[src/hw/rtl/tsrrs_pkg.sv]
// ---------------------------------------------------------------------------
// tsrrs_pkg
// shared constants for the round robin thread slot scheduler
// ---------------------------------------------------------------------------
`default_nettype none

package tsrrs_pkg;

    // slot table geometry
    localparam int THREAD_SLOTS = 16;
    localparam int SLOT_W       = (THREAD_SLOTS > 1) ? $clog2(THREAD_SLOTS) : 1;
    localparam int CNT_W        = $clog2(THREAD_SLOTS + 1);
    localparam int ID_W         = 4;

    // slot states
    typedef logic [1:0] slot_st_t;
    localparam slot_st_t ST_UNUSED   = 2'd0;
    localparam slot_st_t ST_ALIVE    = 2'd1;
    localparam slot_st_t ST_FINISHED = 2'd2;

    // actions
    typedef logic [1:0] action_t;
    localparam action_t ACT_CREATE = 2'd0;
    localparam action_t ACT_YIELD  = 2'd1;
    localparam action_t ACT_FINISH = 2'd2;
    localparam action_t ACT_JOIN   = 2'd3;

    // status codes
    typedef logic [1:0] status_t;
    localparam status_t RC_OK      = 2'd0;
    localparam status_t RC_FULL    = 2'd1;
    localparam status_t RC_INVALID = 2'd2;
    localparam status_t RC_BUSY    = 2'd3;

endpackage

`default_nettype wire

[src/hw/rtl/thread_slot_round_robin_scheduler_unit.sv]
// ---------------------------------------------------------------------------
// thread_slot_round_robin_scheduler_unit
// thread slot table with create, yield, finish and join events
// ---------------------------------------------------------------------------
// paths: a join of an out-of-range id goes straight to the result; a join of an unused
//   or finished slot reads its status first; yield and finish scan the other slots,
//   and create and a busy join scan as well (one status read per scan cycle)
// flow: one word in flight; the next word is taken the cycle after its
//   result enters the output register, which waits for m_ready when it is full
// reset: synchronous active-low, then a clearing pass over every slot
//   writes the status memory (slot 0 alive) before s_ready rises
`default_nettype none

module thread_slot_round_robin_scheduler_unit
    import tsrrs_pkg::*;
(
    input  wire                     aclk,
    input  wire                     aresetn,
    // input channel
    input  wire                     s_valid,
    output logic                    s_ready,
    input  wire  [1:0]              s_action,
    input  wire  [7:0]              s_target_id,
    input  wire  signed [31:0]      s_result_value,
    // result channel
    output logic                    m_valid,
    input  wire                     m_ready,
    output logic [1:0]              m_status_code,
    output logic [ID_W-1:0]         m_created_id,
    output logic signed [31:0]      m_exit_value,
    output logic [ID_W-1:0]         m_running_id
);

    // sequencer states
    localparam logic [2:0] S_CLR  = 3'd0;  // clearing pass after reset
    localparam logic [2:0] S_IDLE = 3'd1;  // waiting for a word
    localparam logic [2:0] S_SCAN = 3'd2;  // walking the status memory
    localparam logic [2:0] S_JOIN = 3'd3;  // join target status is back
    localparam logic [2:0] S_DONE = 3'd4;  // result ready for output register

    // slot storage: status and exit value memories, registered read
    slot_st_t          stat_mem [THREAD_SLOTS];
    logic [31:0]       ex_mem   [THREAD_SLOTS];

    slot_st_t          stat_rd_reg;
    logic [31:0]       ex_rd_reg;

    logic [SLOT_W-1:0] rd_addr;
    logic              stat_we;
    logic [SLOT_W-1:0] stat_wa;
    slot_st_t          stat_wd;
    logic              ex_we;
    logic [SLOT_W-1:0] ex_wa;
    logic [31:0]       ex_wd;

    // control state
    logic [2:0]        state_reg, state_next;
    logic [SLOT_W-1:0] clr_reg, clr_next;
    logic [SLOT_W-1:0] cur_reg, cur_next;
    logic [SLOT_W-1:0] ptr_reg, ptr_next;     // next address to read in a scan
    logic [SLOT_W-1:0] pidx_reg, pidx_next;   // address read last cycle
    logic              pend_reg, pend_next;   // a scan read is in flight
    logic [CNT_W-1:0]  cnt_reg, cnt_next;     // scan reads issued so far
    logic              mk_reg, mk_next;       // scan looks for a free slot
    logic [SLOT_W-1:0] tgt_reg, tgt_next;

    // result being built
    status_t           code_reg, code_next;
    logic [SLOT_W-1:0] crt_reg, crt_next;
    logic [31:0]       exv_reg, exv_next;

    // output register
    logic              m_valid_reg, m_valid_next;
    status_t           m_code_reg, m_code_next;
    logic [ID_W-1:0]   m_crt_reg, m_crt_next;
    logic [31:0]       m_exv_reg, m_exv_next;
    logic [ID_W-1:0]   m_run_reg, m_run_next;

    logic [CNT_W-1:0]  scan_total;
    logic              scan_hit;

    function automatic logic [SLOT_W-1:0] slot_inc(input logic [SLOT_W-1:0] s);
        slot_inc = (s == SLOT_W'(THREAD_SLOTS - 1)) ? '0 : s + 1'b1;
    endfunction

    // memories
    always_ff @(posedge aclk) begin
        if (stat_we) begin
            stat_mem[stat_wa] <= stat_wd;
        end
        if (ex_we) begin
            ex_mem[ex_wa] <= ex_wd;
        end
        stat_rd_reg <= stat_mem[rd_addr];
        ex_rd_reg   <= ex_mem[rd_addr];
    end

    // create scans every slot from zero; yield, finish and a busy join scan the others after current
    assign scan_total = mk_reg ? CNT_W'(THREAD_SLOTS) : CNT_W'(THREAD_SLOTS - 1);
    assign scan_hit   = pend_reg &&
                        (stat_rd_reg == (mk_reg ? ST_UNUSED : ST_ALIVE));

    assign s_ready = (state_reg == S_IDLE);

    always_comb begin
        state_next   = state_reg;
        clr_next     = clr_reg;
        cur_next     = cur_reg;
        ptr_next     = ptr_reg;
        pidx_next    = pidx_reg;
        pend_next    = 1'b0;
        cnt_next     = cnt_reg;
        mk_next      = mk_reg;
        tgt_next     = tgt_reg;
        code_next    = code_reg;
        crt_next     = crt_reg;
        exv_next     = exv_reg;
        rd_addr      = '0;
        stat_we      = 1'b0;
        stat_wa      = '0;
        stat_wd      = ST_UNUSED;
        ex_we        = 1'b0;
        ex_wa        = cur_reg;
        ex_wd        = s_result_value;

        // output register drains independently of the sequencer
        m_valid_next = m_valid_reg && !m_ready;
        m_code_next  = m_code_reg;
        m_crt_next   = m_crt_reg;
        m_exv_next   = m_exv_reg;
        m_run_next   = m_run_reg;

        case (state_reg)
            S_CLR: begin
                stat_we  = 1'b1;
                stat_wa  = clr_reg;
                stat_wd  = (clr_reg == '0) ? ST_ALIVE : ST_UNUSED;
                clr_next = slot_inc(clr_reg);
                if (clr_reg == SLOT_W'(THREAD_SLOTS - 1)) begin
                    state_next = S_IDLE;
                end
            end

            S_IDLE: begin
                if (s_valid) begin
                    code_next = RC_OK;
                    crt_next  = '0;
                    exv_next  = '0;
                    cnt_next  = '0;
                    tgt_next  = s_target_id[SLOT_W-1:0];
                    case (s_action)
                        ACT_CREATE: begin
                            mk_next    = 1'b1;
                            ptr_next   = '0;
                            state_next = S_SCAN;
                        end
                        ACT_YIELD: begin
                            mk_next    = 1'b0;
                            ptr_next   = slot_inc(cur_reg);
                            state_next = S_SCAN;
                        end
                        ACT_FINISH: begin
                            // store exit value, mark finished, then yield
                            ex_we      = 1'b1;
                            stat_we    = 1'b1;
                            stat_wa    = cur_reg;
                            stat_wd    = ST_FINISHED;
                            mk_next    = 1'b0;
                            ptr_next   = slot_inc(cur_reg);
                            state_next = S_SCAN;
                        end
                        default: begin
                            if (s_target_id < 8'(THREAD_SLOTS)) begin
                                rd_addr    = s_target_id[SLOT_W-1:0];
                                state_next = S_JOIN;
                            end else begin
                                code_next  = RC_INVALID;
                                state_next = S_DONE;
                            end
                        end
                    endcase
                end
            end

            S_SCAN: begin
                if (scan_hit) begin
                    if (mk_reg) begin
                        stat_we  = 1'b1;
                        stat_wa  = pidx_reg;
                        stat_wd  = ST_ALIVE;
                        crt_next = pidx_reg;
                    end else begin
                        cur_next = pidx_reg;
                    end
                    state_next = S_DONE;
                end else if (!pend_reg && cnt_reg == scan_total) begin
                    // nothing found: create is full, yield stays put
                    if (mk_reg) begin
                        code_next = RC_FULL;
                    end
                    state_next = S_DONE;
                end else if (cnt_reg != scan_total) begin
                    rd_addr   = ptr_reg;
                    pidx_next = ptr_reg;
                    pend_next = 1'b1;
                    cnt_next  = cnt_reg + 1'b1;
                    ptr_next  = slot_inc(ptr_reg);
                end
            end

            S_JOIN: begin
                if (stat_rd_reg == ST_UNUSED) begin
                    code_next  = RC_INVALID;
                    state_next = S_DONE;
                end else if (stat_rd_reg == ST_FINISHED) begin
                    stat_we    = 1'b1;
                    stat_wa    = tgt_reg;
                    stat_wd    = ST_UNUSED;
                    exv_next   = ex_rd_reg;
                    state_next = S_DONE;
                end else begin
                    // still alive: report busy and yield
                    code_next  = RC_BUSY;
                    mk_next    = 1'b0;
                    cnt_next   = '0;
                    ptr_next   = slot_inc(cur_reg);
                    state_next = S_SCAN;
                end
            end

            S_DONE: begin
                if (!m_valid_reg || m_ready) begin
                    m_valid_next = 1'b1;
                    m_code_next  = code_reg;
                    m_crt_next   = ID_W'(crt_reg);
                    m_exv_next   = exv_reg;
                    m_run_next   = ID_W'(cur_reg);
                    state_next   = S_IDLE;
                end
            end

            default: begin
                state_next = S_IDLE;
            end
        endcase
    end

    always_ff @(posedge aclk) begin
        if (!aresetn) begin
            state_reg   <= S_CLR;
            clr_reg     <= '0;
            cur_reg     <= '0;
            pend_reg    <= 1'b0;
            cnt_reg     <= '0;
            mk_reg      <= 1'b0;
            m_valid_reg <= 1'b0;
        end else begin
            state_reg   <= state_next;
            clr_reg     <= clr_next;
            cur_reg     <= cur_next;
            pend_reg    <= pend_next;
            cnt_reg     <= cnt_next;
            mk_reg      <= mk_next;
            m_valid_reg <= m_valid_next;
        end
    end

    // payload registers
    always_ff @(posedge aclk) begin
        ptr_reg    <= ptr_next;
        pidx_reg   <= pidx_next;
        tgt_reg    <= tgt_next;
        code_reg   <= code_next;
        crt_reg    <= crt_next;
        exv_reg    <= exv_next;
        m_code_reg <= m_code_next;
        m_crt_reg  <= m_crt_next;
        m_exv_reg  <= m_exv_next;
        m_run_reg  <= m_run_next;
    end

    assign m_valid       = m_valid_reg;
    assign m_status_code = m_code_reg;
    assign m_created_id  = m_crt_reg;
    assign m_exit_value  = m_exv_reg;
    assign m_running_id  = m_run_reg;

endmodule

`default_nettype wire

[config.mk]
export PLATFORM = sky130hd
export DESIGN_NAME = thread_slot_round_robin_scheduler_unit
export DESIGN_NICKNAME = d
export VERILOG_FILES = /design/src/hw/rtl/tsrrs_pkg.sv /design/src/hw/rtl/thread_slot_round_robin_scheduler_unit.sv
export SDC_FILE = /design/constraint.sdc
export NUM_CORES = 1
export LEC_CHECK = 0
export BUFFER_PORTS_ARGS = -buffer_cell sky130_fd_sc_hd__buf_2
export CAP_MARGIN = 20
export CELL_PAD_IN_SITES_DETAIL_PLACEMENT = 1
export CELL_PAD_IN_SITES_GLOBAL_PLACEMENT = 1
export CORE_MARGIN = 1
export CORE_UTILIZATION = 50
export CTS_CLUSTER_DIAMETER = 50
export DETAILED_ROUTE_END_ITERATION = 7
export PLACE_DENSITY_LB_ADDON = 0.1
export SYNTH_ARGS = -nofsm -noshare
export SYNTH_HDL_FRONTEND = slang
export SYNTH_SLANG_ARGS = --single-unit
export TNS_END_PERCENT = 5
[constraint.sdc]
create_clock -name aclk -period 5.8 [get_ports aclk]
set_input_delay 0.58 -clock aclk [delete_from_list [all_inputs] [get_ports aclk]]
set_output_delay 0.58 -clock aclk [all_outputs]
set_load 0.02 [all_outputs]
== Word-level counts from Yosys, hierarchy flattened ==
Memory sizes are Yosys's and may differ from the RTL's. A register that Yosys moved wholly into a read port is not among the register bits.
Index checks and enable logic that the tools add are counted.

* Add/subtract/negate cells: 4
* Multipliers: 0
* Divide/modulo/power cells: 0
* Order comparisons: 1
* Equal/unequal tests: 28
* Shift-type cells: 0
* Mux-type cells: 87
* Bitwise operators: 5
* Reduce and logical (&&, ||, !) cells: 28

{| class="wikitable"
|+ Operators with widths
! kind !! count
|-
| two-way mux 32 bit || 3
|-
| two-way mux 4 bit || 24
|-
| one-hot mux 32 bit (2 select lines) || 1
|-
| two-way mux 5 bit || 7
|-
| two-way mux 3 bit || 9
|-
| != test 2 bit, second input constant || 12
|-
| one-hot mux 4 bit (2 select lines) || 3
|-
| two-way mux 1 bit || 21
|-
| two-way mux 2 bit || 10
|-
| one-hot mux 4 bit (4 select lines) || 1
|-
| AND reduction 4 bit || 4
|-
| one-hot mux 3 bit (5 select lines) || 1
|-
| one-hot mux 5 bit (3 select lines) || 1
|-
| adder 4 x 1 -> 4 bit, second input constant || 3
|-
| == test 4 bit, second input constant || 3
|-
| one-hot mux 2 bit (3 select lines) || 2
|-
| one-hot mux 4 bit (3 select lines) || 1
|-
| < comparator 8 x 5 -> 1 bit, second input constant || 1
|-
| AND reduction 8 bit || 1
|-
| AND reduction 7 bit || 1
|-
| == test 3 x 2 -> 1 bit, second input constant || 2
|-
| != test 3 bit, second input constant || 2
|-
| AND reduction 6 bit || 1
|-
| adder 5 x 1 -> 5 bit, second input constant || 1
|-
| other kinds (25) || 38
|}

* Register bits: 111
* Latch bits: 0
* Bits in writable memories: 544
* Memory bits (read-only): 0
* Input bits: 46
* Output and inout port bits: 44
* Word-level logic and storage cells: 172
* Memories kept: 2

{| class="wikitable"
|+ Memory list
! memory !! depth !! bits a word !! rd ports !! clocked after memory_dff !! write ports !! line !! source
|-
| ex_mem || 16 || 32 || 1 || 1 || 1 || thread_slot_round_robin_scheduler_unit.sv:43 || <nowiki>logic [31:0] ex_mem [THREAD_SLOTS];</nowiki>
|-
| stat_mem || 16 || 2 || 1 || 1 || 1 || thread_slot_round_robin_scheduler_unit.sv:42 || <nowiki>slot_st_t stat_mem [THREAD_SLOTS];</nowiki>
|}

== Depth between registers and ports, before layout ==
* Word-level depth: 7
* Depth in mapped cells: 12

== Worst setup path before layout ==
OpenSTA, ideal clock, no wires.

* Kind: input-to-reg
* Start point: in s_valid
* End point: mem ex_mem[0][0] (enable)
* Library setup time: 0.461 ns
* Arrival time: 3.926 ns
* Path slack: 1.413 ns
* Cell stages on the path: 5
* Path through: and4bb_2 -> and2_1 -> clkbuf_1 -> nand2_1 -> nor3_1

* Longest elaborated chain between the ends: 4

{| class="wikitable"
|+ Ends and longest elaborated chain
! what !! line !! source
|-
| from (decl) || thread_slot_round_robin_scheduler_unit.sv:20 || <nowiki>input wire s_valid,</nowiki>
|-
| two-way mux 1 bit || thread_slot_round_robin_scheduler_unit.sv:145 || <nowiki>if (s_valid) begin</nowiki>
|-
| two-way mux 1 bit || thread_slot_round_robin_scheduler_unit.sv:133 || <nowiki>case (state_reg)</nowiki>
|-
| two-way mux 1 bit || thread_slot_round_robin_scheduler_unit.sv:91 || <nowiki>if (ex_we) begin</nowiki>
|-
| two-way mux 1 bit (implied by the code) || thread_slot_round_robin_scheduler_unit.sv:92 || <nowiki>ex_mem[ex_wa] <= ex_wd;</nowiki>
|-
| to (decl) || thread_slot_round_robin_scheduler_unit.sv:43 ||
|}

No other way between the ends.

== Worst setup path in the final report ==
* Start point: reg state_reg[1]
* End point: reg ex_rd_reg[17] (read register of ex_mem)

* Longest elaborated chain between the ends: 2
* Elaborated cells between the ends (all ways): 3
* Those cells by class: 2 x eq/ne; 1 x mux

{| class="wikitable"
|+ Ends and longest elaborated chain
! what !! line !! source
|-
| from (decl) || thread_slot_round_robin_scheduler_unit.sv:57 || <nowiki>logic [2:0] state_reg, state_next;</nowiki>
|-
| from (signal assigned) || thread_slot_round_robin_scheduler_unit.sv:258 || <nowiki>state_reg <= state_next;</nowiki>
|-
| == test 3 x 2 -> 1 bit or == test 3 x 1 -> 1 bit (tied branches) || thread_slot_round_robin_scheduler_unit.sv:133 ||
|-
| one-hot mux 4 bit (2 select lines) * || thread_slot_round_robin_scheduler_unit.sv:133 ||
|-
| to (decl) || thread_slot_round_robin_scheduler_unit.sv:46 || <nowiki>logic [31:0] ex_rd_reg;</nowiki>
|}

Mark *: on every way between the ends. The rest lies on a longest branch, timed or not.
A chain may end at the register's enable or synchronous reset.

==> flow_metrics.py <==
metrics = {
    "finish": {
        "drive_gt1_share_pct": 18.7,
        "fill_cells": 4698,
        "fin_nets": 1806,
        "final_cells": 2488,
        "largest_reg_flops": 512,
        "syn2layout_area_growth_pct": 14.6,
        "largest-register": "ex_mem",
        "multi_input_area_sq_um": 6020,
        "regArea_sq_um": 20200,
    },
    "power": {
        "vdd_drop_max_mv": 0.276,
        "p_leak_nw": 10.1,
        "powerDensity_nw_per_um2": 340,
    },
    "clock_tree": {
        "postCtsSetupRepairBufs": 0,
        "cts_tree": "done",
        "ctsResizeCount": 0,
        "insertion_delay_ps": 610,
        "cts.sinks": 689,
        "cts.path.max_buffers": 3,
        "clkTransAtPathRegs_ps": 60,
        "cts-root-buf": "clkbuf_16",
        "hold_buffers": 0,
        "htree_levels": 3,
        "cts_buffers": 75,
    },
    "sta": {
        "worst_slew_pin_slew_ps": 1160,
        "rsz0062_at_grt": "no",
        "max_freq_ghz": 0.252,
        "fin_crit_sh_pct": 68.4,
        "hold_violations": 0,
        "slew_viol_final": 0,
        "setup_viol": 0,
        "period_needed_ps": 3970,
        "whs_ps": 198,
        "fin_skew_ps": 25.1,
        "tns_ps": 0,
        "maxSlewHeadroom_pct": 22.7,
    },
    "detailed_routing": {
        "route.detailed.drc": 0,
        "route.detailed.vias_per_inst": 6.04,
        "drt-wirelength-per-cell_microns": 27.5,
        "drt_iter0_drc": 1239,
        "vias": 15000,
        "ant_nets": 0,
        "drtPass1Iterations": 6,
        "wirelength_microns": 68500,
    },
    "yosys": {
        "ys_types": 59,
        "ys_seq_elements": 689,
        "synth-simple-area-share_pct": 7.26,
        "syn_area_per_cell_sq_um": 16.1,
        "synthesis.nets": 1697,
        "synthMuxAreaShare_pct": 6.99,
        "synth_area_sq_um": 26400,
        "synth_top_area_share_pct": 72.3,
        "yosys_warnings": 0,
        "synth_xor_area_share_pct": 0.232,
        "synth_edf_count": 636,
        "synthAdderAreaFrac_pct": 0.521,
        "synth_compound_area_share_pct": 7.07,
        "synth_top_family_by_area": "simple AND/OR/NAND/NOR gates",
        "ys_dominant_reg_cell": "edfxtp_1",
        "synth_cells": 1640,
        "synth.area.top_cells": "edfxtp_1 (72%), mux2i_1 (4.1%), dfxtp_1 (4.0%), mux2_2 (2.9%), nand2_1 (2.0%)",
        "async_reset_ff_share_pct": 0,
        "ys_seq_area_share_pct": 76.3,
        "yosys.area.top_type": "edfxtp_1",
    },
    "die": {
        "die_height_microns": 232,
        "core_area_sq_um": 51800,
        "die_w_microns": 232,
        "die-area_sq_um": 53800,
        "initial_core_util_pct": 51.0,
        "rows": 83,
        "boundaryPins": 90,
    },
    "critical_path": {
        "cp_cell_sequence": "inv_2, or3_1, or3_1, o32ai_1, nand2_2, o22ai_1, a211o_1",
        "max_stage_delay_ps": 770,
        "critPathMaxFanout": 33,
        "critPathSlowestCell": "nand2_2",
        "crit_path_end_kind": "flip-flop",
        "startpoint_type": "flip-flop",
        "critical_path_class": "reg2reg",
        "required_ps": 6330,
        "crit_top_cell": "or3_1",
        "cp.arrival_ps": 4500,
    },
    "global_route": {
        "grt_pass1_vias": 15800,
        "grt_first_pass_wirelength_microns": 101000,
        "grt_max_degree": 82,
        "grt.total_usage_pct": 26.0,
        "overflow": 0,
        "antenna_found_initial": 2,
    },
    "job": {
        "cap_violations": 0,
    },
    "placement": {
        "io_buffer_count": 89,
        "hpwl_microns": 38000,
        "gp_congestion": 0.809,
        "dp_cells": 2352,
    },
    "min_path": {
        "min_path_type": "in2reg",
    },
    "run_status": {
        "status": "completed",
    },
}
critical path, delay by kind of cell, from the launching register on:
kind,cells,cell delay (ps)
DFF,1,620
and+or+nand+nor,3,1880
AOI/OAI and AO/OA,3,1210
buffers and inverters,1,160
layout make-up:
type,instances,area share (%)
Clock buffer,103,7.06
Inverter,13,0.161
Multi-Input combinational cell,846,19.9
Clock inverter,32,1.02
Timing Repair Buffer,124,2.53
Sequential cell,689,66.6
Antenna cell,1,0.00826
Tap cell,680,2.81
per-stage QoR:
stage,instance area [sq um],power (W),utilization [%],worst slack [ps]
floorplan,26400,0.00557,-,1410
global route,30300,0.0105,58.4,1610
finish,30300,0.0103,58.5,1830
global placement,27800,0.00565,53.7,1970
CTS,30300,0.0103,58.4,1850
detailed placement,27800,0.00565,53.7,1890
metal layers:
| metal | vias to the layer above | global-route usage (%) | share of wire, % |
|---|---|---|---|
| met2 | 453 | 42.7 | 49 |
| li1 | 6598 | - | - |
| met4 | 2 | 7.94 | 2.1 |
| met1 | 7873 | 35.8 | 44 |
| met5 | - | 0 | 0.010 |
| met3 | 106 | 3.84 | 5.2 |
logic make-up (layout without fill, tap and decap cells):
logic type	count (synthesis)	count (layout)
multiplexers	176	176
other	0	1
AO/OA/AOI/OAI	272	272
AND/OR/NAND/NOR	380	380
XOR/XNOR	7	7
flip-flops	689	689
adder cells (fa/ha/maj)	11	11
buffers and inverters	105	272
synthesized netlist by cell type, types with 3 or more instances:
master / n
a21o_1: 3
inv_1: 12
a22oi_1: 36
nand3_1: 10
a211oi_1: 33
nor3b_1: 4
clkbuf_1: 57
a21boi_1: 3
a222oi_1: 4
a21oi_1: 48
and2_1: 77
and3_1: 36
a31oi_1: 4
nor3_1: 6
nor2b_1: 8
or3_1: 5
buf_1: 14
mux2_2: 68
o22ai_1: 69
xnor2_1: 4
nand4_1: 3
mux2i_1: 108
nor2_1: 45
dfxtp_1: 53
o21ai_1: 3
a21boi_0: 3
a211o_1: 33
o21ai_0: 12
nand2_1: 138
buf_6: 3
xor2_1: 3
nand2b_1: 7
ha_1: 11
buf_2: 18
edfxtp_1: 636
nor4_1: 35
final timing paths:
path	depth (start not counted)	end	slack (ps)	from
setup / recovery	7	ex_rd_reg[17]	1830	state_reg[1]
hold / removal	1	tgt_reg[0]	200	s_target_id[0]
setup reg to reg	7	ex_rd_reg[17]	1830	state_reg[1]
hold reg to reg	0	m_exit_value[30]	410	exv_reg[30]
cell usage in the layout (no fill, tap or decap), types with 7 or more instances in the layout:
cell type | Yosys | final
nor2b_1 | 8 | 8
clkinv_2 | 0 | 11
nor4_1 | 35 | 35
o21ai_0 | 12 | 12
and2_1 | 77 | 77
dfxtp_1 | 53 | 53
mux2_2 | 68 | 68
and3_1 | 36 | 35
nand2_1 | 138 | 136
mux2i_1 | 108 | 108
a211o_1 | 33 | 33
o22ai_1 | 69 | 69
a22oi_1 | 36 | 36
edfxtp_1 | 636 | 636
a211oi_1 | 33 | 33
a21oi_1 | 48 | 48
clkbuf_1 | 57 | 17
nand2b_1 | 7 | 7
buf_4 | 0 | 31
clkbuf_8 | 0 | 7
nor2_4 | 0 | 12
nand3_1 | 10 | 10
inv_1 | 12 | 12
clkbuf_16 | 0 | 79
buf_2 | 18 | 89
nor2_1 | 45 | 32
ha_1 | 11 | 11
report_power, final:
part	total, W	switching (W)	internal, W
Clock	0.00473	0.00192	0.00281
Sequential	0.00543	0.00000975	0.00542
Combinational	0.000120	0.0000915	0.0000285
Total	0.0103	0.00202	0.00826
Power figures use the tool's default switching activity.
